--- config.mk ---
export PLATFORM = sky130hd
export DESIGN_NAME = shuffled_combined_lcg_uniform_flat
export DESIGN_NICKNAME = d
export VERILOG_FILES = /design/src/hw/rtl/sclu_pkg.sv /design/src/hw/rtl/sclu_in_if.sv /design/src/hw/rtl/sclu_out_if.sv /design/src/hw/rtl/sclu_ctrl.sv /design/src/hw/rtl/sclu_datapath.sv /design/src/hw/rtl/shuffled_combined_lcg_uniform.sv /design/src/flat_wrapper.sv
export VERILOG_INCLUDE_DIRS = /design/src /design/src/hw/rtl
export SDC_FILE = /design/constraint.sdc
export NUM_CORES = 2
export LEC_CHECK = 0
export ABC_CLOCK_PERIOD_IN_PS = 9640
export BUFFER_PORTS_ARGS = -buffer_cell sky130_fd_sc_hd__buf_4
export CORE_MARGIN = 3
export CORE_UTILIZATION = 40
export CTS_CLUSTER_DIAMETER = 200
export CTS_CLUSTER_SIZE = 8
export DETAILED_ROUTE_END_ITERATION = 8
export PLACE_DENSITY_LB_ADDON = 0.05
export SLEW_MARGIN = 20
export SYNTH_ARGS = -nofsm -noshare
export SYNTH_HDL_FRONTEND = slang
export SYNTH_SLANG_ARGS = --single-unit
--- constraint.sdc ---
create_clock -name clk_i -period 9.64 [get_ports clk_i]
set_clock_uncertainty 0.2 [all_clocks]
set_input_delay 1.446 -clock clk_i [delete_from_list [all_inputs] [get_ports clk_i]]
set_output_delay 1.446 -clock clk_i [all_outputs]
set_load 0.02 [all_outputs]
--- src/hw/rtl/shuffled_combined_lcg_uniform_macros.svh ---
// ----------------------------------------------------------------------------
// Shuffled combined LCG uniform generator: assertion macros
// Short forms for the concurrent checks of the generator, all clocked on
// clk_i and switched off while rst_ni is low.
// ----------------------------------------------------------------------------
`ifndef SHUFFLED_COMBINED_LCG_UNIFORM_MACROS_SVH
`define SHUFFLED_COMBINED_LCG_UNIFORM_MACROS_SVH

// Condition must hold in the same cycle as the trigger.
`define SCLU_ASSERT_IMPLIES(label, ante, cons, msg) \
  label: assert property (@(posedge clk_i) disable iff (!rst_ni) (ante) |-> (cons)) \
    else $error(msg);

// Condition must hold in the cycle after the trigger.
`define SCLU_ASSERT_NEXT(label, ante, cons, msg) \
  label: assert property (@(posedge clk_i) disable iff (!rst_ni) (ante) |=> (cons)) \
    else $error(msg);

`endif

--- src/hw/rtl/sclu_pkg.sv ---
// ----------------------------------------------------------------------------
// Shuffled combined LCG uniform generator: package
// Generator constants, controller states and the command and status bundles
// that pass between the controller and the datapath.
// ----------------------------------------------------------------------------
package sclu_pkg;

  // Widths of the transaction fields.
  localparam int unsigned VAL_W  = 31;
  localparam int unsigned FRAC_W = 24;
  localparam int unsigned FRAC_SHIFT = VAL_W - FRAC_W;

  // Moduli sit just below 2^31, so 2^31 folds back as a small gap.
  localparam logic [VAL_W-1:0] MOD1 = 31'd2147483563;
  localparam logic [VAL_W-1:0] MOD2 = 31'd2147483399;
  localparam longint unsigned GAP1_L = (64'd1 << VAL_W) - 64'(MOD1);
  localparam longint unsigned GAP2_L = (64'd1 << VAL_W) - 64'(MOD2);
  localparam logic [7:0] GAP1 = 8'(GAP1_L);
  localparam logic [7:0] GAP2 = 8'(GAP2_L);

  // Multipliers of the two generators.
  localparam int unsigned MUL_W = 16;
  localparam logic [MUL_W-1:0] MUL1 = 16'd40014;
  localparam logic [MUL_W-1:0] MUL2 = 16'd40692;
  localparam int unsigned PROD_W = VAL_W + MUL_W;

  // Output range and saturation.
  localparam logic [VAL_W-1:0]  FOLD_MAX  = MOD1 - 31'd1;
  localparam logic [FRAC_W-1:0] FRAC_CAP  = 24'd16777214;

  // Reset value of the second generator and warm-up length beyond the table.
  localparam logic [VAL_W-1:0] SECOND_RESET = 31'd123456789;
  localparam int unsigned WARM_EXTRA = 8;
  localparam int unsigned TABLE_DEPTH_DEFAULT = 32;

  // Controller states.
  typedef enum logic [2:0] {
    ST_IDLE,
    ST_SEED_MUL,
    ST_SEED_FOLD,
    ST_MUL,
    ST_FOLD,
    ST_READ,
    ST_MIX,
    ST_OUT
  } sclu_state_e;

  // Commands from the controller to the datapath.
  typedef struct packed {
    logic load_seed;
    logic seed_mul;
    logic seed_fold;
    logic draw_mul;
    logic draw_fold;
    logic draw_read;
    logic draw_mix;
    logic out_load;
  } sclu_cmd_t;

  // Status from the datapath to the controller.
  typedef struct packed {
    logic first_zero;
    logic warm_done;
  } sclu_sts_t;

endpackage

--- src/hw/rtl/sclu_in_if.sv ---
// ----------------------------------------------------------------------------
// Shuffled combined LCG uniform generator: request channel
// Carries one request transaction: the operation and the seed.
// ----------------------------------------------------------------------------
interface sclu_in_if;
  logic                        valid;
  logic                        ready;
  logic                        operation;
  logic [sclu_pkg::VAL_W-1:0]  seed;

  modport source (output valid, output operation, output seed, input ready);
  modport sink (input valid, input operation, input seed, output ready);
endinterface

--- src/hw/rtl/sclu_out_if.sv ---
// ----------------------------------------------------------------------------
// Shuffled combined LCG uniform generator: result channel
// Carries one result transaction: the raw integer and its Q0.24 fraction.
// ----------------------------------------------------------------------------
interface sclu_out_if;
  logic                        valid;
  logic                        ready;
  logic [sclu_pkg::VAL_W-1:0]  raw_value;
  logic [sclu_pkg::FRAC_W-1:0] unit_fraction;

  modport source (output valid, output raw_value, output unit_fraction, input ready);
  modport sink (input valid, input raw_value, input unit_fraction, output ready);
endinterface

--- src/hw/rtl/sclu_ctrl.sv ---
// ----------------------------------------------------------------------------
// Shuffled combined LCG uniform generator: controller
// State machine that sequences the warm-up loop and the draw steps, owns the
// request ready and the result valid, and issues datapath commands.
// ----------------------------------------------------------------------------
module sclu_ctrl (
  input  logic                clk_i,
  input  logic                rst_ni,
  input  logic                in_valid_i,
  input  logic                in_op_i,
  output logic                in_ready_o,
  output logic                out_valid_o,
  input  logic                out_ready_i,
  input  sclu_pkg::sclu_sts_t sts_i,
  output sclu_pkg::sclu_cmd_t cmd_o
);

  sclu_pkg::sclu_state_e state_q, state_d;
  logic                  out_valid_q, out_valid_d;
  logic                  out_free;
  logic                  reseed;

  // The result register may be refilled once its transaction has gone.
  assign out_free = !out_valid_q || out_ready_i;

  // A reseed runs on request, or when the first generator is still at zero.
  assign reseed = in_op_i || sts_i.first_zero;

  // Next state.
  always_comb begin
    state_d = state_q;
    case (state_q)
      sclu_pkg::ST_IDLE: begin
        if (in_valid_i) begin
          state_d = reseed ? sclu_pkg::ST_SEED_MUL : sclu_pkg::ST_MUL;
        end
      end
      sclu_pkg::ST_SEED_MUL:  state_d = sclu_pkg::ST_SEED_FOLD;
      sclu_pkg::ST_SEED_FOLD: begin
        state_d = sts_i.warm_done ? sclu_pkg::ST_MUL : sclu_pkg::ST_SEED_MUL;
      end
      sclu_pkg::ST_MUL:  state_d = sclu_pkg::ST_FOLD;
      sclu_pkg::ST_FOLD: state_d = sclu_pkg::ST_READ;
      sclu_pkg::ST_READ: state_d = sclu_pkg::ST_MIX;
      sclu_pkg::ST_MIX:  state_d = sclu_pkg::ST_OUT;
      sclu_pkg::ST_OUT: begin
        if (out_free) begin
          state_d = sclu_pkg::ST_IDLE;
        end
      end
      default: state_d = sclu_pkg::ST_IDLE;
    endcase
  end

  // Outputs and datapath commands.
  always_comb begin
    cmd_o      = '0;
    in_ready_o = 1'b0;
    case (state_q)
      sclu_pkg::ST_IDLE: begin
        in_ready_o      = 1'b1;
        cmd_o.load_seed = in_valid_i && reseed;
      end
      sclu_pkg::ST_SEED_MUL:  cmd_o.seed_mul  = 1'b1;
      sclu_pkg::ST_SEED_FOLD: cmd_o.seed_fold = 1'b1;
      sclu_pkg::ST_MUL:       cmd_o.draw_mul  = 1'b1;
      sclu_pkg::ST_FOLD:      cmd_o.draw_fold = 1'b1;
      sclu_pkg::ST_READ:      cmd_o.draw_read = 1'b1;
      sclu_pkg::ST_MIX:       cmd_o.draw_mix  = 1'b1;
      sclu_pkg::ST_OUT:       cmd_o.out_load  = out_free;
      default: cmd_o = '0;
    endcase
  end

  // Result valid is set on load and cleared when the transaction completes.
  always_comb begin
    out_valid_d = out_valid_q;
    if (cmd_o.out_load) begin
      out_valid_d = 1'b1;
    end else if (out_ready_i) begin
      out_valid_d = 1'b0;
    end
  end

  assign out_valid_o = out_valid_q;

  always_ff @(posedge clk_i or negedge rst_ni) begin
    if (!rst_ni) begin
      state_q     <= sclu_pkg::ST_IDLE;
      out_valid_q <= 1'b0;
    end else begin
      state_q     <= state_d;
      out_valid_q <= out_valid_d;
    end
  end

endmodule

--- src/hw/rtl/sclu_datapath.sv ---
// ----------------------------------------------------------------------------
// Shuffled combined LCG uniform generator: datapath
// Generator registers, one multiply stage and one modular fold stage for each
// generator, the shuffle table memory, table index and fraction arithmetic,
// and the result register.
// ----------------------------------------------------------------------------
module sclu_datapath #(
  parameter int unsigned TABLE_DEPTH = sclu_pkg::TABLE_DEPTH_DEFAULT
) (
  input  logic                        clk_i,
  input  logic                        rst_ni,
  input  sclu_pkg::sclu_cmd_t         cmd_i,
  output sclu_pkg::sclu_sts_t         sts_o,
  input  logic                        op_i,
  input  logic [sclu_pkg::VAL_W-1:0]  seed_i,
  output logic [sclu_pkg::VAL_W-1:0]  raw_value_o,
  output logic [sclu_pkg::FRAC_W-1:0] unit_fraction_o
);

  localparam int unsigned VW    = sclu_pkg::VAL_W;
  localparam int unsigned FW    = sclu_pkg::FRAC_W;
  localparam int unsigned PW    = sclu_pkg::PROD_W;
  localparam int unsigned IDXW  = $clog2(TABLE_DEPTH);
  localparam int unsigned WARM  = TABLE_DEPTH + sclu_pkg::WARM_EXTRA;
  localparam int unsigned CNTW  = $clog2(WARM);
  // Bucket width of the index and its reciprocal scaled by 2^31.
  localparam longint unsigned BUCKET = 1 + (64'(sclu_pkg::FOLD_MAX) / TABLE_DEPTH);
  localparam longint unsigned RECIP  = (64'd1 << VW) / BUCKET;
  localparam int unsigned RW    = $clog2(RECIP + 1);
  localparam int unsigned EW    = VW + RW;
  localparam logic [VW:0]       BUCKET_V = (VW + 1)'(BUCKET);
  localparam logic [RW-1:0]     RECIP_V  = RW'(RECIP);
  localparam logic [IDXW:0]     IDX_LAST = (IDXW + 1)'(TABLE_DEPTH - 1);

  // x * mul mod m for m = 2^31 - gap: the high part folds back times gap,
  // leaving a value below 2m that one subtraction brings into range.
  function automatic logic [VW-1:0] mod_fold(input logic [PW-1:0] p,
                                             input logic [7:0]    gap,
                                             input logic [VW-1:0] m);
    logic [VW:0] s;
    s = {1'b0, p[VW-1:0]} + ((VW + 1)'(p[PW-1:VW]) * (VW + 1)'(gap));
    if (s >= {1'b0, m}) begin
      s = s - {1'b0, m};
    end
    return s[VW-1:0];
  endfunction

  logic [VW-1:0]   first_q, second_q, last_q;
  logic [PW-1:0]   prod1_q, prod2_q;
  logic [CNTW-1:0] cnt_q;
  logic [IDXW-1:0] est_q, idx_q;
  logic [VW-1:0]   rd_q;
  logic [VW-1:0]   raw_q;
  logic [FW-1:0]   frac_q;

  logic [VW-1:0]   seed_init;
  logic [VW-1:0]   fold1, fold2;
  logic [EW-1:0]   est_prod;
  logic [VW:0]     est_bound;
  logic [IDXW:0]   idx_fix;
  logic [IDXW-1:0] idx_d;
  logic [VW:0]     diff;
  logic [VW-1:0]   last_d;
  logic [FW-1:0]   frac_est;
  logic [VW:0]     frac_rem;
  logic [FW:0]     frac_sum;
  logic [FW-1:0]   frac_d;

  logic [VW-1:0]   tbl_mem [TABLE_DEPTH];
  logic            wr_en;
  logic [IDXW-1:0] wr_addr;
  logic [VW-1:0]   wr_data;

  // Seed selection: a draw without request reseeds from one, zero means one.
  assign seed_init = (op_i && (seed_i != '0)) ? seed_i : VW'(1);

  assign fold1 = mod_fold(prod1_q, sclu_pkg::GAP1, sclu_pkg::MOD1);
  assign fold2 = mod_fold(prod2_q, sclu_pkg::GAP2, sclu_pkg::MOD2);

  assign sts_o.first_zero = (first_q == '0);
  assign sts_o.warm_done  = (cnt_q == '0);

  // Table index: reciprocal estimate is exact or one low, one check fixes it.
  assign est_prod  = EW'(last_q) * EW'(RECIP_V);
  assign est_bound = ((VW + 1)'(est_q) * BUCKET_V) + BUCKET_V;
  always_comb begin
    idx_fix = {1'b0, est_q};
    if ({1'b0, last_q} >= est_bound) begin
      idx_fix = idx_fix + (IDXW + 1)'(1);
    end
    if (idx_fix > IDX_LAST) begin
      idx_fix = IDX_LAST;
    end
  end
  assign idx_d = idx_fix[IDXW-1:0];

  // Shuffled output: table entry minus second generator, folded above zero.
  always_comb begin
    diff = {1'b0, rd_q} - {1'b0, second_q};
    if ($signed(diff) < $signed((VW + 1)'(1))) begin
      diff = diff + {1'b0, sclu_pkg::FOLD_MAX};
    end
  end
  assign last_d = diff[VW-1:0];

  // Fraction floor(last * 2^24 / MOD1): last >> 7 is exact or one low.
  assign frac_est = last_q[VW-1:sclu_pkg::FRAC_SHIFT];
  assign frac_rem = (VW + 1)'({last_q[sclu_pkg::FRAC_SHIFT-1:0], {FW{1'b0}}})
                  + ((VW + 1)'(frac_est) * (VW + 1)'(sclu_pkg::GAP1));
  always_comb begin
    frac_sum = {1'b0, frac_est};
    if (frac_rem >= {1'b0, sclu_pkg::MOD1}) begin
      frac_sum = frac_sum + (FW + 1)'(1);
    end
    frac_d = (frac_sum > {1'b0, sclu_pkg::FRAC_CAP}) ? sclu_pkg::FRAC_CAP
                                                     : frac_sum[FW-1:0];
  end

  // Generator state and last output.
  always_ff @(posedge clk_i or negedge rst_ni) begin
    if (!rst_ni) begin
      first_q  <= '0;
      second_q <= sclu_pkg::SECOND_RESET;
      last_q   <= '0;
    end else begin
      if (cmd_i.load_seed) begin
        first_q  <= seed_init;
        second_q <= seed_init;
      end
      if (cmd_i.seed_fold) begin
        first_q <= fold1;
        if (cnt_q == '0) begin
          last_q <= fold1;
        end
      end
      if (cmd_i.draw_fold) begin
        first_q  <= fold1;
        second_q <= fold2;
      end
      if (cmd_i.draw_mix) begin
        last_q <= last_d;
      end
    end
  end

  // Multiply stage, warm-up counter, table index pipeline and result register.
  always_ff @(posedge clk_i) begin
    if (cmd_i.load_seed) begin
      cnt_q <= CNTW'(WARM - 1);
    end
    if (cmd_i.seed_mul || cmd_i.draw_mul) begin
      prod1_q <= PW'(first_q) * PW'(sclu_pkg::MUL1);
    end
    if (cmd_i.draw_mul) begin
      prod2_q <= PW'(second_q) * PW'(sclu_pkg::MUL2);
      est_q   <= est_prod[VW +: IDXW];
    end
    if (cmd_i.seed_fold) begin
      cnt_q <= cnt_q - CNTW'(1);
    end
    if (cmd_i.draw_fold) begin
      idx_q <= idx_d;
    end
    if (cmd_i.out_load) begin
      raw_q  <= last_q;
      frac_q <= frac_d;
    end
  end

  // Shuffle table port: warm-up fills from the top entry down, a draw
  // refills the entry that it used.
  always_comb begin
    wr_en   = 1'b0;
    wr_addr = idx_q;
    wr_data = first_q;
    if (cmd_i.seed_fold && (cnt_q < CNTW'(TABLE_DEPTH))) begin
      wr_en   = 1'b1;
      wr_addr = cnt_q[IDXW-1:0];
      wr_data = fold1;
    end else if (cmd_i.draw_mix) begin
      wr_en = 1'b1;
    end
  end

  always_ff @(posedge clk_i) begin
    if (wr_en) begin
      tbl_mem[wr_addr] <= wr_data;
    end
  end

  always_ff @(posedge clk_i) begin
    if (cmd_i.draw_read) begin
      rd_q <= tbl_mem[idx_q];
    end
  end

  assign raw_value_o     = raw_q;
  assign unit_fraction_o = frac_q;

endmodule

--- src/hw/rtl/shuffled_combined_lcg_uniform.sv ---
// ----------------------------------------------------------------------------
// Shuffled combined LCG uniform generator: top level
// Combined multiplicative congruential generator with a Bays-Durham shuffle
// table, giving a raw integer and a Q0.24 fraction per request.
// ----------------------------------------------------------------------------
// One request gives one result. A draw runs from the accepting edge to a
// valid result through one multiply stage, one modular fold stage, one
// registered table read, the output mix and the fraction stage, run in turn
// by the controller. The controller returns to its idle state at the edge
// that loads the result. A reseed (requested, or forced by the first draw
// after reset) first runs the warm-up loop of the first generator, a multiply
// and a fold per step for TABLE_DEPTH + 8 steps, 40 steps at the default
// depth of 32. A result that waits in the output register holds the
// controller until the register is free. The next request is taken as soon
// as the controller is back in its idle state, while the previous result may
// still wait in the output register. The shuffle table is a memory without
// reset; every path after reset reseeds and fills it before it is read, so no
// clearing pass is needed.
`include "shuffled_combined_lcg_uniform_macros.svh"

module shuffled_combined_lcg_uniform #(
  parameter int unsigned TABLE_DEPTH = sclu_pkg::TABLE_DEPTH_DEFAULT
) (
  input  logic              clk_i,
  input  logic              rst_ni,
  sclu_in_if.sink           req_i,
  sclu_out_if.source        rsp_o
);

  sclu_pkg::sclu_cmd_t cmd;
  sclu_pkg::sclu_sts_t sts;
  logic                in_ready;
  logic                out_valid;

  // Sequencing.
  sclu_ctrl u_ctrl (
    .clk_i       (clk_i),
    .rst_ni      (rst_ni),
    .in_valid_i  (req_i.valid),
    .in_op_i     (req_i.operation),
    .in_ready_o  (in_ready),
    .out_valid_o (out_valid),
    .out_ready_i (rsp_o.ready),
    .sts_i       (sts),
    .cmd_o       (cmd)
  );

  // Arithmetic and storage.
  sclu_datapath #(
    .TABLE_DEPTH (TABLE_DEPTH)
  ) u_datapath (
    .clk_i           (clk_i),
    .rst_ni          (rst_ni),
    .cmd_i           (cmd),
    .sts_o           (sts),
    .op_i            (req_i.operation),
    .seed_i          (req_i.seed),
    .raw_value_o     (rsp_o.raw_value),
    .unit_fraction_o (rsp_o.unit_fraction)
  );

  assign req_i.ready = in_ready;
  assign rsp_o.valid = out_valid;

  // Checks on the result range, on request pacing and on result overwrite.
  `SCLU_ASSERT_IMPLIES(a_raw_range, rsp_o.valid, (rsp_o.raw_value != '0) && (rsp_o.raw_value <= sclu_pkg::FOLD_MAX), "raw value outside its range")
  `SCLU_ASSERT_IMPLIES(a_frac_cap, rsp_o.valid, rsp_o.unit_fraction <= sclu_pkg::FRAC_CAP, "fraction above its cap")
  `SCLU_ASSERT_NEXT(a_one_at_a_time, req_i.valid && req_i.ready, !req_i.ready, "request taken while busy")
  `SCLU_ASSERT_IMPLIES(a_no_overwrite, cmd.out_load, !rsp_o.valid || rsp_o.ready, "pending result overwritten")

endmodule
--- src/flat_wrapper.sv ---
// flat-port wrapper written by rule: the top's interface ports become plain ports
module shuffled_combined_lcg_uniform_flat 
#(
  parameter int unsigned TABLE_DEPTH = sclu_pkg::TABLE_DEPTH_DEFAULT
)
  (clk_i, rst_ni, req_i_valid, req_i_operation, req_i_seed, req_i_ready, rsp_o_valid, rsp_o_raw_value, rsp_o_unit_fraction, rsp_o_ready);
  sclu_in_if req_i_i ();
  sclu_out_if rsp_o_i ();
  input  logic clk_i;
  input  logic rst_ni;
  input wire logic [$bits(req_i_i.valid)-1:0] req_i_valid;
  input wire logic [$bits(req_i_i.operation)-1:0] req_i_operation;
  input wire logic [$bits(req_i_i.seed)-1:0] req_i_seed;
  output wire logic [$bits(req_i_i.ready)-1:0] req_i_ready;
  output wire logic [$bits(rsp_o_i.valid)-1:0] rsp_o_valid;
  output wire logic [$bits(rsp_o_i.raw_value)-1:0] rsp_o_raw_value;
  output wire logic [$bits(rsp_o_i.unit_fraction)-1:0] rsp_o_unit_fraction;
  input wire logic [$bits(rsp_o_i.ready)-1:0] rsp_o_ready;
  assign req_i_i.valid = req_i_valid;
  assign req_i_i.operation = req_i_operation;
  assign req_i_i.seed = req_i_seed;
  assign req_i_ready = req_i_i.ready;
  assign rsp_o_valid = rsp_o_i.valid;
  assign rsp_o_raw_value = rsp_o_i.raw_value;
  assign rsp_o_unit_fraction = rsp_o_i.unit_fraction;
  assign rsp_o_i.ready = rsp_o_ready;
  shuffled_combined_lcg_uniform #(.TABLE_DEPTH(TABLE_DEPTH)) u_core (.clk_i(clk_i), .rst_ni(rst_ni), .req_i(req_i_i), .rsp_o(rsp_o_i));
endmodule
# Word level (Yosys, flattened, before mapping)
# Memories as Yosys holds them, arrays and structs flattened. A register that Yosys moved wholly into a read port is not among the register bits.
# Cells that the tools add are included.
# op_classes
addsub,11
n_mul,6
n_div,0
n_lt_le_gt_ge,8
eq_ne,9
shifts,0
n_mux,37
bitwise_logic,0
n_reduce_logical,19
# op_table
op,n
31-bit 2-to-1 mux,12
32-bit by 31-bit greater-or-equal comparator with 1-bit output (second input constant),3
31-bit subtractor (second input constant),2
31-bit by 15-bit multiplier with 46-bit output (second input constant),1
31-bit by 14-bit multiplier with 45-bit output (second input constant),1
31-bit by 23-bit adder with 32-bit output,1
31-bit by 24-bit adder with 32-bit output,1
31-bit by 26-bit adder with 32-bit output (second input constant),1
31-bit by 31-bit adder with 32-bit output,1
31-bit by 32-bit greater-or-equal comparator with 1-bit output,1
32-bit by 2-bit less-than comparator with 1-bit output (second input constant),1
31-bit by 31-bit subtractor with 32-bit output,1
31-bit adder (second input constant),1
31-bit logical NOT,1
24-bit by 7-bit multiplier with 31-bit output (second input constant),1
31-bit nonzero test,1
5-bit by 25-bit multiplier with 30-bit output (second input constant),1
24-bit by 1-bit adder with 25-bit output (second input constant),1
25-bit by 24-bit > comparator with 1-bit output (second input constant),1
25-bit 2-to-1 mux,1
16-bit by 8-bit multiplier with 24-bit output (second input constant),1
3-bit case mux with 8 select lines,1
16-bit by 7-bit multiplier with 23-bit output (second input constant),1
6-bit 2-to-1 mux,3
20 further kinds,50
# totals
register_bits,259
latch_bits,0
ram_bits,992
rom_bits,0
input_bits,36
elab_cells,103
memories,1
# mem_list
name,words,word_bits,rd,rd_clocked_by_memory_dff,write_ports,line,source
u_core.u_datapath.tbl_mem,32,31,1,1,1,sclu_datapath.sv:69,logic [VW-1:0] tbl_mem [TABLE_DEPTH];

# Logic depth before layout (Yosys ltp)
# depth
ltp_word,7
mapped_depth,34
mapped_depth_nobuf,33

# Hierarchy
# From an unflattened synthesis, not the netlist that was laid out.
# hier_totals
hier_cells,5884
area_unflattened_um2,80607.3
# modules_own_cells
mod,instances,cells_per_inst,area_each_um2,seq_area_each_um2
sclu_datapath,1,5849,80313.3,37931.4
sclu_ctrl,1,35,294.0,100.1

# Least setup slack after synthesis
# No wires, ideal clock.
# synth_timing
path_type,flip-flop to flip-flop
startpoint,register u_core.u_datapath.prod1_q[36]
endpoint,"memory u_core.u_datapath.tbl_mem[0][15] in the netlist's numbering, data pin"
setup_time_ns,0.454
arrival_time_ns,7.020
slack_ns,1.966
stages_incl_launch_ff,22
n_path_buf,2
synth_period_minus_slack_ns,7.674
cell_sequence,edfxtp_1 > ha_1 > inv_1 > fa_1 > inv_1 > fa_1 > fa_1 > ha_1 > buf_2 > a21o_1 > a21o_1 > o32a_1 > a31o_1 > a41o_1 > mux2i_1 > a2111oi_1 > nor4_2 > a21oi_1 > clkbuf_1 > nor3_1 > xor2_1 > o21ai_0
# synth_via
elab_chain_cells,5
# synth_rtl
item,line,source
"start, declared",sclu_datapath.sv:49,"logic [PW-1:0] prod1_q, prod2_q;"
"start signal, assigned",sclu_datapath.sv:152,prod1_q <= PW'(first_q) * PW'(sclu_pkg::MUL1);
16-bit by 7-bit multiplier with 23-bit output (*),sclu_datapath.sv:41,"s = {1'b0, p[VW-1:0]} + ((VW + 1)'(p[PW-1:VW]) * (VW + 1)'(gap));"
31-bit by 23-bit adder with 32-bit output (*),sclu_datapath.sv:41,
31-bit subtractor / 32-bit by 31-bit greater-or-equal comparator with 1-bit output (equally long branches),"sclu_datapath.sv:43, sclu_datapath.sv:42",
31-bit 2-to-1 mux (*),sclu_datapath.sv:42,"if (s >= {1'b0, m}) begin"
31-bit 2-to-1 mux (*),sclu_datapath.sv:176,if (cmd_i.seed_fold && (cnt_q < CNTW'(TABLE_DEPTH))) begin
named net u_core.u_datapath.wr_data[15],sclu_datapath.sv:72,logic [VW-1:0] wr_data;
"end, declared",sclu_datapath.sv:69,
# The timed path passes the listed nets; every way through them passes the cells marked *.

# Worst setup path in the final report
# layout_timing
startpoint,register u_core.u_datapath.est_q[2]
endpoint,"register u_core.u_datapath.idx_q[3], data pin"
# layout_via
elab_chain_cells,5
# layout_rtl
item,line,source
"start, declared",sclu_datapath.sv:51,"logic [IDXW-1:0] est_q, idx_q;"
"start signal, assigned",sclu_datapath.sv:156,est_q <= est_prod[VW +: IDXW];
5-bit by 25-bit multiplier with 30-bit output,sclu_datapath.sv:85,assign est_bound = ((VW + 1)'(est_q) * BUCKET_V) + BUCKET_V;
31-bit by 26-bit adder with 32-bit output,sclu_datapath.sv:85,
31-bit by 32-bit greater-or-equal comparator with 1-bit output,sclu_datapath.sv:88,"if ({1'b0, last_q} >= est_bound) begin"
6-bit 2-to-1 mux (*),sclu_datapath.sv:88,
6-bit by 5-bit > comparator with 1-bit output,sclu_datapath.sv:91,if (idx_fix > IDX_LAST) begin
"end signal, assigned",sclu_datapath.sv:162,idx_q <= idx_d;
"end, declared",sclu_datapath.sv:51,
# Mark *: on every way between the ends. The rest lies on a longest branch, timed or not.
# A chain may end at the register's enable or synchronous reset.

==> out/metrics.yaml <==
status: "completed"
gr-total-overflow: 0
setup-tns-final_ns: 0
wl_per_cell_microns: 28.6
area_growth_pct: 12.2
pin_count: 93
cp-end-kind: "flip-flop"
viasPerCell: 5.63
synth_area_sq_um: 80100
tightest_slew_ns: 1.18
ys_types: 98
ys.flop_type: "edfxtp_1"
gp_congestion: 0.915
grt_antenna_before_repair: 4
slowest_stage: "fa_1"
rsz0062_at_grt: "false"
dp_cells: 8512
drtPass1Iterations: 6
num-fill-cells: 17900
critPathRequiredTime_ns: 10.06
synth-edff-count: 1185
cts_buffer_depth: 3
synth_area_per_cell_sq_um: 13.8
die_h_microns: 454
core_area_sq_um: 198000
initial_core_util: 0.404
cts_max_level: 4
cts_tree: "built"
min_period_ns: 8.00
cts.sinks: 1282
cts_buffers: 178
max_stage_delay_ns: 0.69
drc: 0
ys_async_sr_fraction: 0.0757
synth_largest_area_cell: "edfxtp_1"
clk_latency_ns: 0.83
r2r_setup_slack_ns: 1.64
cts_hold_buf: 0
slew_headroom: 0.207
ys_ff_latch: 1282
dp_hpwl_microns: 174000
final_util: 0.453
nNetsFinal: 7228
ant_nets: 0
postCtsSetupBuffers: 0
worst-path-max-fanout: 8
clk_pin_slew_ns: 0.05
vias: 49200
yosys-top-cells-area: "edfxtp_1 44%, fa_1 13%, ha_1 9.9%"
syn_nets: 7002
numPortBuffers: 92
rows: 163
final-instance-count-excl-fill: 8739
period_share: 0.830
hold_class: "flip-flop to flip-flop"
grt_pass1_vias: 51000
max_clock_freq_mhz: 125
hold_violations: 0
crit_top_cell: "nor2_1"
drive_gt1_frac: 0.146
grt_pass1_wl_microns: 365000
wl_microns: 250000
synth_top_area_frac: 0.444
cts_root_buf: "clkbuf_16"
setup-violations-final: 0
dieArea_sq_um: 206000
dr.first_iter.drc_count: 4555
startpoint_type: "flip-flop"
synthCells: 5826
worst_ep_arrival_time_ns: 8.42
grt_max_degree: 112
setup.worst_path.class: "flip-flop to flip-flop"
ys_seq_area_frac: 0.475
track_usage: 0.245
ys.warnings.count: 0
finalMaxSlewViolations: 0
maxCapViolCount: 0
cts-resized-gates: 0
dieWidth_microns: 454
synth_stat cells (90+ instances only):
library cell / n
a21oi_1: 215
clkbuf_1: 138
edfxtp_1: 1185
fa_1: 508
ha_1: 632
inv_1: 760
mux4_2: 310
nand2_1: 271
nand3_1: 90
nor2_1: 221
o21ai_0: 194
xnor2_1: 159
xor2_1: 104
cell families after synthesis:
group / after synthesis / synth area share
AOI/OAI and AO/OA: 907 / 0.0745
xor gates and xnor gates: 263 / 0.0287
adders and majority gates: 1140 / 0.226
buffers and inverters: 929 / 0.0437
DFF: 1282 / 0.475
muxes: 367 / 0.0949
and+or+nand+nor: 938 / 0.0579
layer usage:
metal / up-vias / part of all wire / global-route usage / wire (microns)
li1: 21800 / - / - / -
met1: 25700 / 0.45 / 0.348 / 113000
met2: 1353 / 0.47 / 0.392 / 118000
met3: 336 / 0.044 / 0.0303 / 11000
met4: 0 / 0.033 / 0.0771 / 8290
met5: - / 0 / 0 / 0
metrics by stage:
step / hold WS (ns) / area, sq um / worst slack (ns)
after global placement: 0.448 / 84900 / 1.67
after CTS: 0.452 / 89800 / 1.61
final: 0.463 / 89900 / 1.64
after floorplan: 0.253 / 80100 / 1.97
after detailed placement: 0.446 / 84900 / 1.64
after global routing: 0.453 / 89900 / 1.18
area by class of cell:
| cell class | count | area [sq um] | area share |
|---|---|---|---|
| repair buffers | 214 | 1640 | 0.0183 |
| diodes | 2 | 5.00 | 0.0000557 |
| inverters | 761 | 2860 | 0.0318 |
| multi-input cells | 3615 | 39100 | 0.435 |
| clock inverters | 15 | 360 | 0.00401 |
| flip-flops and latches | 1282 | 38000 | 0.423 |
| clock buffers | 210 | 4600 | 0.0511 |
| well taps | 2640 | 3300 | 0.0367 |
registers in the layout, indices dropped and copies added, names as in the netlist, 31 cells and up:
| signal | count |
|---|---|
| u_core.u_datapath.tbl_mem | 992 |
| u_core.u_datapath.prod1_q | 46 |
| u_core.u_datapath.prod2_q | 45 |
| u_core.u_datapath.first_q | 31 |
| u_core.u_datapath.last_q | 31 |
| u_core.u_datapath.raw_value_o | 31 |
| u_core.u_datapath.rd_q | 31 |
| u_core.u_datapath.second_q | 31 |
placed cells by master, fill, tap and decap left out, drive strengths merged, types with 212 or more instances in the layout:
master  count
nand2     271
edfxtp   1185
inv       764
buf       214
a21oi     216
mux4      310
fa        508
o21ai     212
nor2      221
ha        632
worst max-delay path, delay by kind of cell (launching register included):
kind / cells / cell delay [ns]
fa+ha+maj: 6 / 2.83
simple gates: 13 / 2.39
compound gates: 8 / 1.37
flops: 1 / 0.52
mux: 1 / 0.22
xor+xnor: 1 / 0.16
buf+inv: 2 / 0.13
final timing paths:
path,start,depth (start not counted),end
min in group asynchronous,rst_ni,1,u_core.u_datapath.second_q[12]
min,u_core.u_datapath.last_q[6],1,u_core.u_datapath.raw_value_o[6]
max in group asynchronous,rst_ni,2,u_core.u_datapath.last_q[25]
min reg2reg,u_core.u_datapath.last_q[6],1,u_core.u_datapath.raw_value_o[6]
max reg2reg,u_core.u_datapath.est_q[2],31,u_core.u_datapath.idx_q[3]
max,u_core.u_datapath.est_q[2],31,u_core.u_datapath.idx_q[3]
Power is not shown: default switching activity piles up to over one toggle a cycle in this logic, so the estimate is an artifact.
